### src/rtl/core/fpfa_pkg.sv
// shared types and constants of the fixed partition fit allocator
`timescale 1ns / 1ps

package fpfa_pkg;

    // fixed field widths
    localparam int AMOUNT_W   = 16;
    localparam int SLOT_W     = 4;
    localparam int STATUS_W   = 2;
    localparam int CFG_IDX_W  = 1;
    localparam int CFG_DATA_W = 5;
    localparam int PARTS_W    = 5;

    // item function codes
    localparam logic FUNC_LOAD  = 1'b0;
    localparam logic FUNC_ALLOC = 1'b1;

    // fit modes
    localparam logic MODE_FIRST = 1'b0;
    localparam logic MODE_BEST  = 1'b1;

    // configuration register indexes
    localparam logic [CFG_IDX_W-1:0] CFG_PARTS_IN_USE = 1'b0;
    localparam logic [CFG_IDX_W-1:0] CFG_FIT_MODE     = 1'b1;

    // result status codes
    localparam logic [STATUS_W-1:0] STAT_LOADED = 2'd0;
    localparam logic [STATUS_W-1:0] STAT_PLACED = 2'd1;
    localparam logic [STATUS_W-1:0] STAT_NO_FIT = 2'd2;

    // compare unit verdict on one partition
    typedef struct packed {
        logic fits;    // free and large enough
        logic better;  // strictly smaller than the current best
    } cmp_flags_t;

endpackage

### src/rtl/core/fpfa_table.sv
// partition table: size memory with registered read, taken bits in flops
`timescale 1ns / 1ps

module fpfa_table
    import fpfa_pkg::*;
#(
    parameter int MAX_PARTS = 16,
    parameter int SIZE_BITS = 16,
    parameter int IDX_W     = 4
) (
    input  logic                 aclk,
    input  logic                 aresetn,
    input  logic                 size_we,
    input  logic                 taken_we,
    input  logic                 taken_val,
    input  logic [IDX_W-1:0]     wr_addr,
    input  logic [SIZE_BITS-1:0] wr_size,
    input  logic [IDX_W-1:0]     rd_addr,
    output logic [SIZE_BITS-1:0] rd_size,
    output logic                 rd_taken
);

    logic [SIZE_BITS-1:0] size_mem [MAX_PARTS];
    logic [MAX_PARTS-1:0] taken_reg;
    logic [SIZE_BITS-1:0] rd_size_reg;
    logic                 rd_taken_reg;

    // size memory, no reset
    always_ff @(posedge aclk) begin
        if (size_we) begin
            size_mem[wr_addr] <= wr_size;
        end
        rd_size_reg <= size_mem[rd_addr];
    end

    // taken marks, cleared by reset
    always_ff @(posedge aclk) begin
        if (!aresetn) begin
            taken_reg    <= '0;
            rd_taken_reg <= 1'b0;
        end else begin
            if (taken_we) begin
                taken_reg[wr_addr] <= taken_val;
            end
            rd_taken_reg <= taken_reg[rd_addr];
        end
    end

    assign rd_size  = rd_size_reg;
    assign rd_taken = rd_taken_reg;

endmodule

### src/rtl/core/fpfa_cmp.sv
// shared compare and subtract unit for the partition scan
`timescale 1ns / 1ps

module fpfa_cmp
    import fpfa_pkg::*;
#(
    parameter int SIZE_BITS = 16
) (
    input  logic [SIZE_BITS-1:0] size,
    input  logic                 taken,
    input  logic [AMOUNT_W-1:0]  amount,
    input  logic [SIZE_BITS-1:0] best_size,
    output cmp_flags_t           flags,
    output logic [AMOUNT_W-1:0]  leftover
);

    localparam int EXT_W = (SIZE_BITS > AMOUNT_W) ? SIZE_BITS : AMOUNT_W;

    logic [EXT_W:0] diff;

    // top bit of diff is the borrow: size below the request
    assign diff         = {1'b0, EXT_W'(size)} - {1'b0, EXT_W'(amount)};
    assign flags.fits   = !taken && !diff[EXT_W];
    assign flags.better = size < best_size;
    assign leftover     = diff[AMOUNT_W-1:0];

endmodule

### src/rtl/core/fixed_partition_fit_allocator.sv
// top level of the fixed partition first fit / best fit allocator
//
//  channel   direction  handshake             payload
//  s_        in         s_valid / s_ready     s_func, s_slot_index, s_amount
//  m_        out        m_valid / m_ready     m_status, m_chosen_slot, m_leftover
//  cfg_      in         cfg_wr_en (no wait)   cfg_index, cfg_wdata
//
// a load transaction is accepted, then written to the result register from the finish state
// an allocate transaction scans n partitions in best fit (n = partitions in use,
// capped at the table size; nothing is scanned when n is zero), reading one
// partition per cycle from the size memory; first fit stops early, once a fit
// is found, and never scans past n
// reset (aresetn, synchronous) marks every partition free, clears the
// configuration registers and the control state; sizes are kept in memory
// a result waiting on m_ready does not block the next accept; only the final
// result commit waits for the output register to be free
`timescale 1ns / 1ps

module fixed_partition_fit_allocator
    import fpfa_pkg::*;
#(
    parameter int MAX_PARTS = 16,
    parameter int SIZE_BITS = 16
) (
    input  logic                  aclk,
    input  logic                  aresetn,
    // input transactions
    input  logic                  s_valid,
    output logic                  s_ready,
    input  logic                  s_func,
    input  logic [SLOT_W-1:0]     s_slot_index,
    input  logic [AMOUNT_W-1:0]   s_amount,
    // result transactions
    output logic                  m_valid,
    input  logic                  m_ready,
    output logic [STATUS_W-1:0]   m_status,
    output logic [SLOT_W-1:0]     m_chosen_slot,
    output logic [AMOUNT_W-1:0]   m_leftover,
    // configuration writes
    input  logic                  cfg_wr_en,
    input  logic [CFG_IDX_W-1:0]  cfg_index,
    input  logic [CFG_DATA_W-1:0] cfg_wdata
);

    localparam int IDX_W = (MAX_PARTS > 1) ? $clog2(MAX_PARTS) : 1;
    localparam int CNT_W = $clog2(MAX_PARTS + 1);

    typedef enum logic [1:0] {
        ST_IDLE,
        ST_SCAN,
        ST_FINISH
    } state_t;

    // configuration registers
    logic [PARTS_W-1:0] parts_reg, parts_next;
    logic               mode_reg, mode_next;

    // sequencer state
    state_t               state_reg, state_next;
    logic                 func_reg, func_next;
    logic [SLOT_W-1:0]    slot_reg, slot_next;
    logic [AMOUNT_W-1:0]  amount_reg, amount_next;
    logic [CNT_W-1:0]     n_reg, n_next;
    logic [CNT_W-1:0]     rd_idx_reg, rd_idx_next;
    logic                 ev_valid_reg, ev_valid_next;
    logic [IDX_W-1:0]     ev_idx_reg, ev_idx_next;
    logic                 found_reg, found_next;
    logic [IDX_W-1:0]     pick_reg, pick_next;
    logic [SIZE_BITS-1:0] best_reg, best_next;
    logic [AMOUNT_W-1:0]  left_reg, left_next;

    // output register
    logic                 m_valid_reg, m_valid_next;
    logic [STATUS_W-1:0]  m_status_reg, m_status_next;
    logic [SLOT_W-1:0]    m_chosen_reg, m_chosen_next;
    logic [AMOUNT_W-1:0]  m_left_reg, m_left_next;

    // table and compare unit hookup
    logic                 size_we;
    logic                 taken_we;
    logic                 taken_val;
    logic [IDX_W-1:0]     wr_addr;
    logic [SIZE_BITS-1:0] wr_size;
    logic [SIZE_BITS-1:0] rd_size;
    logic                 rd_taken;
    cmp_flags_t           flags;
    logic [AMOUNT_W-1:0]  cmp_left;

    logic out_free;
    logic scan_stop;
    logic issue;

    fpfa_table #(
        .MAX_PARTS (MAX_PARTS),
        .SIZE_BITS (SIZE_BITS),
        .IDX_W     (IDX_W)
    ) u_table (
        .aclk      (aclk),
        .aresetn   (aresetn),
        .size_we   (size_we),
        .taken_we  (taken_we),
        .taken_val (taken_val),
        .wr_addr   (wr_addr),
        .wr_size   (wr_size),
        .rd_addr   (rd_idx_reg[IDX_W-1:0]),
        .rd_size   (rd_size),
        .rd_taken  (rd_taken)
    );

    fpfa_cmp #(
        .SIZE_BITS (SIZE_BITS)
    ) u_cmp (
        .size      (rd_size),
        .taken     (rd_taken),
        .amount    (amount_reg),
        .best_size (best_reg),
        .flags     (flags),
        .leftover  (cmp_left)
    );

    assign s_ready       = (state_reg == ST_IDLE);
    assign m_valid       = m_valid_reg;
    assign m_status      = m_status_reg;
    assign m_chosen_slot = m_chosen_reg;
    assign m_leftover    = m_left_reg;

    // output register can take a new result this cycle
    assign out_free  = !m_valid_reg || m_ready;
    // first fit is done once a partition is found
    assign scan_stop = found_reg && (mode_reg == MODE_FIRST);
    // read one more partition this cycle
    assign issue     = (state_reg == ST_SCAN) && (rd_idx_reg < n_reg) && !scan_stop;

    always_comb begin
        parts_next    = parts_reg;
        mode_next     = mode_reg;
        state_next    = state_reg;
        func_next     = func_reg;
        slot_next     = slot_reg;
        amount_next   = amount_reg;
        n_next        = n_reg;
        rd_idx_next   = rd_idx_reg;
        ev_valid_next = ev_valid_reg;
        ev_idx_next   = ev_idx_reg;
        found_next    = found_reg;
        pick_next     = pick_reg;
        best_next     = best_reg;
        left_next     = left_reg;
        m_valid_next  = m_valid_reg && !m_ready;
        m_status_next = m_status_reg;
        m_chosen_next = m_chosen_reg;
        m_left_next   = m_left_reg;
        size_we       = 1'b0;
        taken_we      = 1'b0;
        taken_val     = 1'b0;
        wr_addr       = IDX_W'(s_slot_index);
        wr_size       = SIZE_BITS'(s_amount);

        // configuration writes, to be issued only while idle; the block does not enforce it
        if (cfg_wr_en) begin
            unique case (cfg_index)
                CFG_PARTS_IN_USE: parts_next = cfg_wdata[PARTS_W-1:0];
                CFG_FIT_MODE:     mode_next  = cfg_wdata[0];
                default:          ;
            endcase
        end

        unique case (state_reg)
            ST_IDLE: begin
                if (s_valid) begin
                    func_next     = s_func;
                    slot_next     = s_slot_index;
                    amount_next   = s_amount;
                    rd_idx_next   = '0;
                    ev_valid_next = 1'b0;
                    found_next    = 1'b0;
                    // partitions beyond the table are not scanned
                    if (32'(parts_reg) > MAX_PARTS) begin
                        n_next = CNT_W'(MAX_PARTS);
                    end else begin
                        n_next = CNT_W'(parts_reg);
                    end
                    if (s_func == FUNC_LOAD) begin
                        // load frees the partition; out-of-table index writes nothing
                        if (32'(s_slot_index) < MAX_PARTS) begin
                            size_we   = 1'b1;
                            taken_we  = 1'b1;
                            taken_val = 1'b0;
                        end
                        state_next = ST_FINISH;
                    end else begin
                        state_next = ST_SCAN;
                    end
                end
            end

            ST_SCAN: begin
                // evaluate the partition read last cycle
                if (ev_valid_reg && flags.fits &&
                    (!found_reg || ((mode_reg == MODE_BEST) && flags.better))) begin
                    found_next = 1'b1;
                    pick_next  = ev_idx_reg;
                    best_next  = rd_size;
                    left_next  = cmp_left;
                end
                ev_valid_next = issue;
                ev_idx_next   = rd_idx_reg[IDX_W-1:0];
                if (issue) begin
                    rd_idx_next = CNT_W'(rd_idx_reg + 1'b1);
                end
                if (!ev_valid_reg && !issue) begin
                    state_next = ST_FINISH;
                end
            end

            ST_FINISH: begin
                if (out_free) begin
                    m_valid_next = 1'b1;
                    if (func_reg == FUNC_LOAD) begin
                        m_status_next = STAT_LOADED;
                        m_chosen_next = slot_reg;
                        m_left_next   = '0;
                    end else if (found_reg) begin
                        m_status_next = STAT_PLACED;
                        m_chosen_next = SLOT_W'(pick_reg);
                        m_left_next   = left_reg;
                        // claim the chosen partition
                        taken_we      = 1'b1;
                        taken_val     = 1'b1;
                        wr_addr       = pick_reg;
                    end else begin
                        m_status_next = STAT_NO_FIT;
                        m_chosen_next = '0;
                        m_left_next   = '0;
                    end
                    state_next = ST_IDLE;
                end
            end

            default: state_next = ST_IDLE;
        endcase
    end

    // state, control and registered outputs
    always_ff @(posedge aclk) begin
        if (!aresetn) begin
            state_reg    <= ST_IDLE;
            parts_reg    <= '0;
            mode_reg     <= MODE_FIRST;
            ev_valid_reg <= 1'b0;
            found_reg    <= 1'b0;
            m_valid_reg  <= 1'b0;
        end else begin
            state_reg    <= state_next;
            parts_reg    <= parts_next;
            mode_reg     <= mode_next;
            ev_valid_reg <= ev_valid_next;
            found_reg    <= found_next;
            m_valid_reg  <= m_valid_next;
        end
        func_reg     <= func_next;
        slot_reg     <= slot_next;
        amount_reg   <= amount_next;
        n_reg        <= n_next;
        rd_idx_reg   <= rd_idx_next;
        ev_idx_reg   <= ev_idx_next;
        pick_reg     <= pick_next;
        best_reg     <= best_next;
        left_reg     <= left_next;
        m_status_reg <= m_status_next;
        m_chosen_reg <= m_chosen_next;
        m_left_reg   <= m_left_next;
    end

    // a pending evaluation only exists during the scan
    a_ev_in_scan: assert property (@(posedge aclk) disable iff (!aresetn)
        ev_valid_reg |-> (state_reg == ST_SCAN))
        else $error("partition evaluation pending outside the scan");

    // the scan pointer never runs past the partitions in use
    a_rd_idx_bound: assert property (@(posedge aclk) disable iff (!aresetn)
        (state_reg == ST_SCAN) |-> (rd_idx_reg <= n_reg))
        else $error("scan pointer beyond partitions in use");

    // a chosen partition lies inside the scanned range
    a_pick_bound: assert property (@(posedge aclk) disable iff (!aresetn)
        (found_reg && (state_reg != ST_IDLE)) |-> (CNT_W'(pick_reg) < n_reg))
        else $error("chosen partition outside the scanned range");

    // a new result only appears after a finishing cycle
    a_result_source: assert property (@(posedge aclk) disable iff (!aresetn)
        $rose(m_valid_reg) |-> ($past(state_reg) == ST_FINISH))
        else $error("result produced outside the finish step");

    // a no-fit result carries no partition and no waste
    a_no_fit_clean: assert property (@(posedge aclk) disable iff (!aresetn)
        (m_valid_reg && (m_status_reg == STAT_NO_FIT)) |->
            ((m_chosen_reg == '0) && (m_left_reg == '0)))
        else $error("no-fit result with nonzero fields");

endmodule

### config.mk
export PLATFORM = sky130hd
export DESIGN_NAME = fixed_partition_fit_allocator
export DESIGN_NICKNAME = d
export VERILOG_FILES = /design/src/rtl/core/fpfa_pkg.sv /design/src/rtl/core/fpfa_table.sv /design/src/rtl/core/fpfa_cmp.sv /design/src/rtl/core/fixed_partition_fit_allocator.sv
export SDC_FILE = /design/constraint.sdc
export NUM_CORES = 1
export LEC_CHECK = 0
export BUFFER_PORTS_ARGS = -buffer_cell sky130_fd_sc_hd__buf_4
export CORE_MARGIN = 4
export CORE_UTILIZATION = 55
export CTS_BUF_LIST = sky130_fd_sc_hd__clkbuf_4 sky130_fd_sc_hd__clkbuf_8
export CTS_CLUSTER_SIZE = 30
export DETAILED_ROUTE_END_ITERATION = 8
export HOLD_SLACK_MARGIN = 0.03
export PLACE_DENSITY = 0.83
export SLEW_MARGIN = 20
export SYNTH_ARGS = -nofsm -noshare
export SYNTH_HDL_FRONTEND = slang
export SYNTH_HIERARCHICAL = 1
export SYNTH_SLANG_ARGS = --single-unit
### constraint.sdc
create_clock -name aclk -period 16.77 [get_ports aclk]
set_input_delay 0 -clock aclk [delete_from_list [all_inputs] [get_ports aclk]]
set_output_delay 0 -clock aclk [all_outputs]
set_load 0.01 [all_outputs]
# Yosys cells after proc, flatten, opt, wreduce, memory -nomap -nowiden
# Memories as Yosys holds them, arrays and structs flattened. A register that Yosys moved wholly into a read port is not among the register bits.
# Index checks and enable logic that the tools add are counted.
[word_totals] latchBits=0 inputBits=32 out_inout_bits=24 mem_bits_rw=256 register_bits=121 mem_bits_ro=0 mem_count=1
[classes] order_cmp=6 div=0 multipliers=0 n_eq_ne=7 n_mux=36 addsub=2 shift=0 reduce_logical=32 n_bitwise=2
[memory_table] memory="u_table.size_mem" words=16 word_bits=16 read_ports=1 rd_clocked_by_memory_dff=1 wr=1 line="fpfa_table.sv:23" rtl="logic [SIZE_BITS-1:0] size_mem [MAX_PARTS];"
[op_table] cell="$mux 4" n=6
[op_table] cell="$sub 16x16->17" n=1
[op_table] cell="$bwmux 16" n=1
[op_table] cell="$lt 16x16->1" n=1
[op_table] cell="$mux 1" n=15
[op_table] cell="$reduce_and 2->1" n=7
[op_table] cell="$logic_and 1x1->1" n=10
[op_table] cell="$lt 4x5->1 const B" n=2
[op_table] cell="$mux 2" n=5
[op_table] cell="$mux 5" n=2
[op_table] cell="$pmux 5 s2" n=1
[op_table] cell="$reduce_and 3->1" n=3
[op_table] cell="$logic_not 1->1" n=8
[op_table] cell="$ne 2x2->1 const B" n=3
[op_table] cell="$pmux 1 s2" n=3
[op_table] cell="$pmux 2 s3" n=1
[op_table] cell="$add 5x1->5 const B" n=1
[op_table] cell="$gt 5x5->1 const B" n=1
[op_table] cell="$lt 5x5->1" n=1
[op_table] cell="$bmux 1 s4" n=1
[op_table] cell="$demux 1 s4" n=1
[op_table] cell="$ge 4x1->1 const B" n=1
[op_table] cell="$ne 2x1->1 const B" n=2
[op_table] cell="$eq 2x1->1 const B" n=1
[op_table] cell="other kinds (5)" n=7

# Longest topological paths before layout
# Gate-level depths: netlist of the first run.
[logic_depth] ltp_word=9 depth_mapped=13

# Modules after synthesis
# The synthesis of the first run kept the hierarchy.
[modules_own_cells] module="fpfa_table" instances=1 cells_per_inst=546 area_each_um2=10905.5
[modules_own_cells] module="fixed_partition_fit_allocator" instances=1 cells_per_inst=220 area_each_um2=3777.4
[modules_own_cells] module="fpfa_cmp" instances=1 cells_per_inst=165 area_each_um2=1194.9

# Worst setup path after synthesis of the first run
# OpenSTA, ideal clock, no wires.
[synth_timing] kind="register to register" from="reg u_table.rd_size_reg[0] (netlist: u_table/rd_size[0]) (read register of u_table.size_mem)" to="reg best_reg[0] (enable)" setup_time_ns=0.486 synth_period_minus_slack_ns=5.349 path_buffers=0 t_required_ns=16.284 stages_incl_launch_ff=12 slack_ns=11.421 arrival_time_ns=4.862 cell_sequence="dfxtp_1 inv_1 ha_1 fa_1 nand2b_1 a21oi_2 o211a_1 o22ai_2 or3_1 a21oi_1 nand2_1 a211oi_1"
[synth_lines] element="from (decl)" line="fpfa_table.sv:25" rtl="logic [SIZE_BITS-1:0] rd_size_reg;"
[synth_lines] element="to (signal assigned)" line="fixed_partition_fit_allocator.sv:268" rtl="best_reg <= best_next;"
[synth_lines] element="to (decl)" line="fixed_partition_fit_allocator.sv:69" rtl="logic [SIZE_BITS-1:0] best_reg, best_next;"

==> impl_metrics.yaml, run 1 <==
status:
  outcome: "complete, no violations"
pwr:
  ir_drop_v: 0.0000862
  power_density_nw_per_um2: 125
  power_leakage_uw: 0.00657
flow_run:
  maxCapViolations: 0
timing:
  fmax_mhz: 254
  rsz0062_at_grt: "no"
  finClkSkew_ns: 0.0436
  setup_viol: 0
  fin_hold_ws_ns: 0.145
  finalCritPeriodShare_pct: 23.5
  maxSlewViolCount: 0
  fin_ws_ns: 12.84
  tightest_slew_ns: 1.08
  hold_viol: 0
  relSlewSlack_pct: 27.9
  period_minus_slack_ns: 3.93
  tns_ns: 0
grt:
  grt_pass1_vias: 8815
  grt_first_pass_wirelength_um: 47700
  grt_start_max_net_pins: 74
  grt.overflow.total: 0
  grt_usage_pct: 19.6
  antenna_found_initial: 0
clocking:
  cts_buffers: 60
  clk_pin_slew_ns: 0.06
  root_buffer: "clkbuf_8"
  insertion_delay_ns: 0.61
  clockBufferDepth: 3
  cts_tree: "done"
  htree_levels: 2
  cts_resized: 0
  cts_sinks: 393
  post-cts-setup-buffers: 0
synthesis:
  synthArstFlopShare_pct: 0
  synth_nets: 1000
  synth_area_leaders: "edfxtp_1 66%, mux4_2 9.4%, dfxtp_1 5.5%"
  netlist_area_um2: 15900
  synth_most_common_cell: "edfxtp_1"
  synth-edff-count: 349
  synth_common_cells: "349 x edfxtp_1, 66 x mux4_2, 57 x nand2_1"
  synth_flop_cell: "edfxtp_1"
  yosysWarningCount: 6
  synthCells: 931
  yosysTopAreaCellShare_pct: 66.0
  yosys_register_bits: 393
  yosys.cell_types.count: 58
  syn_avg_cell_area_um2: 17.1
  seq_area_frac_synth_pct: 71.6
  post-synth-top-area-cell: "edfxtp_1"
placed_design:
  portBuffers: 55
  place_congestion: 0.811
  post-dp-hpwl_um: 18600
  dpl_worst_slack_ns: 12.84
routing:
  drc: 0
  drt-wirelength-per-cell_um: 20.0
  drtIter0Drc: 759
  ant_nets: 0
  post_drt_via_cell_ratio: 5.69
  vias: 8527
  drt-total-wl_um: 30000
  drt-pass1-iter-count: 7
layout:
  num-nets-final: 1142
  fillers: 1835
  drive_gt1_share_pct: 23.4
  regArea_um2: 11400
  multi_input_area_um2: 4140
  largest_reg_flops: 256
  n_antenna_cell: 0
  regMostFlops: "u_table/size_mem"
  area_delta_synth_final_pct: 15.8
setup_path:
  path_class: "register to register"
  ff2ff_setup_slack_ns: 12.84
  critPathCaptureType: "register"
  crit_slowest_cell: "a211oi_4"
  cpPeakStageDelay_ns: 0.83
  cp_num_buf_inv: 2
  path_max_fanout: 22
  crit_path_start_kind: "register"
  crit_arrival_ns: 4.19
  crit_family: "compound AO/OA/AOI/OAI gates"
  required_ns: 17.03
  crit_chain: "inv_1, ha_1, fa_1, nand2b_1, a21oi_2, o211a_1, o22ai_2, or3_1, a21oi_1, nand2_1, a211oi_4, buf_4"
die:
  pin_count: 56
  rows: 61
  core-area_um2: 28200
  initial_core_util_pct: 56.4
  die_area_um2: 31700
  die_w_um: 178
  die_h_um: 178
min_path:
  hp-class: "input port to register"
[cell families after synthesis]
| family | count (synthesis) | synth area share [%] |
|---|---|---|
| compound gates | 130 | 5.95 |
| xor+xnor | 16 | 0.883 |
| fa+ha+maj | 37 | 2.96 |
| buf+inv | 86 | 2.46 |
| flops | 393 | 71.6 |
| mux | 83 | 10.5 |
| simple gates | 186 | 5.73 |
[path summary, 6_finish.rpt]
check	start	endpoint	depth (start not counted)
worst max-delay path	u_table/rd_size[0]$_DFF_P_	best_reg[9]$_DFFE_PP_	12
worst min-delay path	s_slot_index[3]	slot_reg[3]$_DFFE_PP_	2
worst max register to register	u_table/rd_size[0]$_DFF_P_	best_reg[9]$_DFFE_PP_	12
worst min register to register	ev_idx_reg[3]$_DFFE_PP_	pick_reg[3]$_DFFE_PP_	0
[layout by cell type (no fill, tap or decap), types with 3 or more instances in the layout]
cell type | netlist | routed
a21boi_0 | 16 | 16
a21o_1 | 13 | 13
a21oi_1 | 17 | 17
a22o_1 | 3 | 3
a22oi_1 | 32 | 32
a31oi_1 | 3 | 3
and2_1 | 4 | 4
and3_1 | 16 | 16
buf_4 | 4 | 78
clkbuf_4 | 0 | 17
clkbuf_8 | 0 | 65
clkinv_1 | 0 | 13
clkinv_2 | 0 | 10
dfxtp_1 | 44 | 44
dlygate4sd3_1 | 0 | 44
edfxtp_1 | 349 | 349
ha_1 | 36 | 36
inv_1 | 44 | 44
mux2_2 | 4 | 4
mux2i_1 | 13 | 13
mux4_2 | 66 | 66
nand2_1 | 57 | 57
nand2b_1 | 12 | 12
nand3_1 | 14 | 14
nand3b_1 | 6 | 6
nand4_1 | 5 | 5
nor2_1 | 42 | 42
nor2b_1 | 20 | 20
o21a_1 | 3 | 3
o21ai_0 | 20 | 20
xnor2_1 | 7 | 7
xor2_1 | 9 | 9
[where the power goes]
group	switching (µW)	total, µW	leakage [µW]	internal, µW
logic	205	368	0.00239	163
registers	25.4	1150	0.00353	1120
clock network	351	779	0.000650	428
total	582	2290	0.00657	1710
[routing by layer]
layer / wire, µm / global-route usage [%]
met3: 2080 / 3.86
met2: 15100 / 32.4
met1: 12400 / 26.9
met5: 0 / 0
met4: 523 / 5.70
[cell type report]
cell class | count | share of cell area [%]
Sequential cell | 393 | 61.8
Multi-Input combinational cell | 452 | 22.5
Timing Repair Buffer | 122 | 5.58
Clock buffer | 82 | 5.56
Tap cell | 378 | 2.57
Clock inverter | 28 | 1.05
Inverter | 44 | 0.898
[stage by stage]
stage	utilization, %	cell area [µm²]	total power [µW]	cells
2_1_floorplan	-	15900	1420	931
3_3_place_gp	59.4	16700	1510	1345
3_5_place_dp	59.4	16700	1520	1345
4_1_cts	65.3	18400	2310	1499
5_1_grt	65.3	18400	2400	1499
6_report	65.3	18400	2290	1499
[worst register-to-register path, delay by kind of cell (launching register included)]
family	cells	cell delay (ns)
AOI/OAI and AO/OA	5	1.50
and+or+nand+nor	3	0.66
adders and majority gates	2	0.63
buffers and inverters	2	0.45
DFF	1	0.34
[repair_timing]
item                                    CTS  global route
hold buffers                             44             0
endpoints found under the setup margin    0             0
hold endpoints to repair                312             0
No activity file was read; power rests on OpenSTA's default activity.
==> run 2, diff against run 1 <==
Clock period 16.77 ns to 3.69 ns, I/O delays scaled along.
==> run 2 against run 1 <==
Die area unchanged. Clock power rose to 4.4 times the previous value. Non-clock buffer count rose by 3.
==> impl_metrics.yaml, run 2 (same netlist as run 1, synthesis figures left out) <==
routing:
  post_drt_via_cell_ratio: 5.81
  vias: 8699
  drtIter0Drc: 614
  drt-wirelength-per-cell_um: 21.0
  ant_nets: 0
  drt-total-wl_um: 31500
  drt-pass1-iter-count: 5
  drc: 0
pwr:
  power_leakage_uw: 0.00658
  ir_drop_v: 0.000387
  power_density_nw_per_um2: 561
clocking:
  clockBufferDepth: 3
  root_buffer: "clkbuf_8"
  cts_resized: 0
  cts_tree: "done"
  post-cts-setup-buffers: 0
  ctsHoldBuffers: 43
  insertion_delay_ns: 0.61
  cts_buffers: 58
  clk_pin_slew_ns: 0.07
  cts_sinks: 393
  htree_levels: 2
die:
  initial_core_util_pct: 56.4
  core-area_um2: 28200
  pin_count: 56
  die_h_um: 178
  die_area_um2: 31700
  rows: 61
  die_w_um: 178
setup_path:
  critPathCaptureType: "register"
  crit_path_start_kind: "register"
  required_ns: 3.97
  crit_arrival_ns: 3.56
  path_class: "register to register"
  path_max_fanout: 37
timing:
  finalCritPeriodShare_pct: 89.1
  relSlewSlack_pct: 30.0
  finClkSkew_ns: 0.0231
  fin_hold_ws_ns: 0.144
  tns_ns: 0
  period_minus_slack_ns: 3.29
  tightest_slew_ns: 1.05
  fmax_mhz: 304
  hold_viol: 0
  setup_viol: 0
  maxSlewViolCount: 0
  rsz0062_at_grt: "no"
layout:
  layout_common_cells: "349 x edfxtp_1, 74 x buf_4, 66 x mux4_2"
  area_delta_synth_final_pct: 16.1
  regMostFlops: "u_table/size_mem"
  drive_gt1_share_pct: 23.5
  largest_reg_flops: 256
  n_antenna_cell: 0
  regArea_um2: 11400
  multi_input_area_um2: 4150
  fillers: 1794
  layout_commonest_cell: "edfxtp_1"
  num-nets-final: 1143
grt:
  antenna_found_initial: 0
  grt_pass1_vias: 8901
  grt.overflow.total: 0
  grt_start_max_net_pins: 74
  grt_first_pass_wirelength_um: 49800
  grt_usage_pct: 20.3
placed_design:
  post-dp-hpwl_um: 19200
  place_congestion: 0.825
  portBuffers: 55
flow_run:
  maxCapViolations: 0
min_path:
  hp-class: "input port to register"
status:
  outcome: "complete, no violations"
==> run 2: changes by cell type in the layout (fill, tap and decap cells not counted), sizes merged <==
cell         before  now
buf              78   82
clkbuf           82   79
bufinv            2    1
clkinvlp          0    1
dlygate4sd3      44   43
inv              47   46
==> run 2: critical path, stage by stage, from the launching register on <==
cell and delay, ns:
dfxtp_1 0.35, inv_1 0.06, ha_1 0.23, fa_1 0.42
nand2b_1 0.21, a21oi_2 0.20, o211a_1 0.23, o22ai_2 0.13
or3_1 0.36, a21oi_1 0.15, nand2_1 0.10, a211oi_4 0.26
buf_12 0.26
==> run 2: worst paths after layout <==
path                                                  from                    end  slack (ns)  cells past startpoint
worst min register to register     ev_idx_reg[0]$_DFFE_PP_  pick_reg[0]$_DFFE_PP_        0.42                      0
worst max register to register  u_table/rd_size[0]$_DFF_P_  best_reg[6]$_DFFE_PP_        0.40                     12
worst max-delay path            u_table/rd_size[0]$_DFF_P_  best_reg[6]$_DFFE_PP_        0.40                     12
worst min-delay path                       s_slot_index[1]  slot_reg[1]$_DFFE_PP_        0.14                      2
==> run 2: area by class of cell <==
cell class / count / share of cell area, %
Clock inverter: 27 / 0.896
Inverter: 44 / 0.896
Timing Repair Buffer: 125 / 6.19
Tap cell: 378 / 2.56
Sequential cell: 393 / 61.6
Clock buffer: 79 / 5.35
Multi-Input combinational cell: 452 / 22.5
==> run 2: metal layers <==
layer  track usage [%]  up-vias  part of all wire (%)
met5                 0        -                     0
met4              6.19        0                   1.9
li1                  -     3899                     -
met3              3.15       52                   6.7
met2              33.3      345                    50
met1              28.6     4403                    42
==> run 2: power by group <==
part	internal (µW)	total [µW]	switching (µW)
sequential	5090	5220	130
clock	1820	3420	1610
combinational	768	1710	945
==> run 2: metrics by stage <==
| stage | util, % | instances | setup slack [ns] | total power [µW] | area, µm² |
|---|---|---|---|---|---|
| floorplan | - | 931 | 0.132 | 6470 | 15900 |
| global placement | 59.8 | 1348 | 0.606 | 6880 | 16800 |
| detailed placement | 59.8 | 1348 | 0.471 | 6950 | 16800 |
| CTS | 65.4 | 1497 | 0.442 | 10400 | 18400 |
| global route | 65.5 | 1498 | 0.270 | 10800 | 18400 |
| finish | 65.5 | 1498 | 0.403 | 10400 | 18400 |
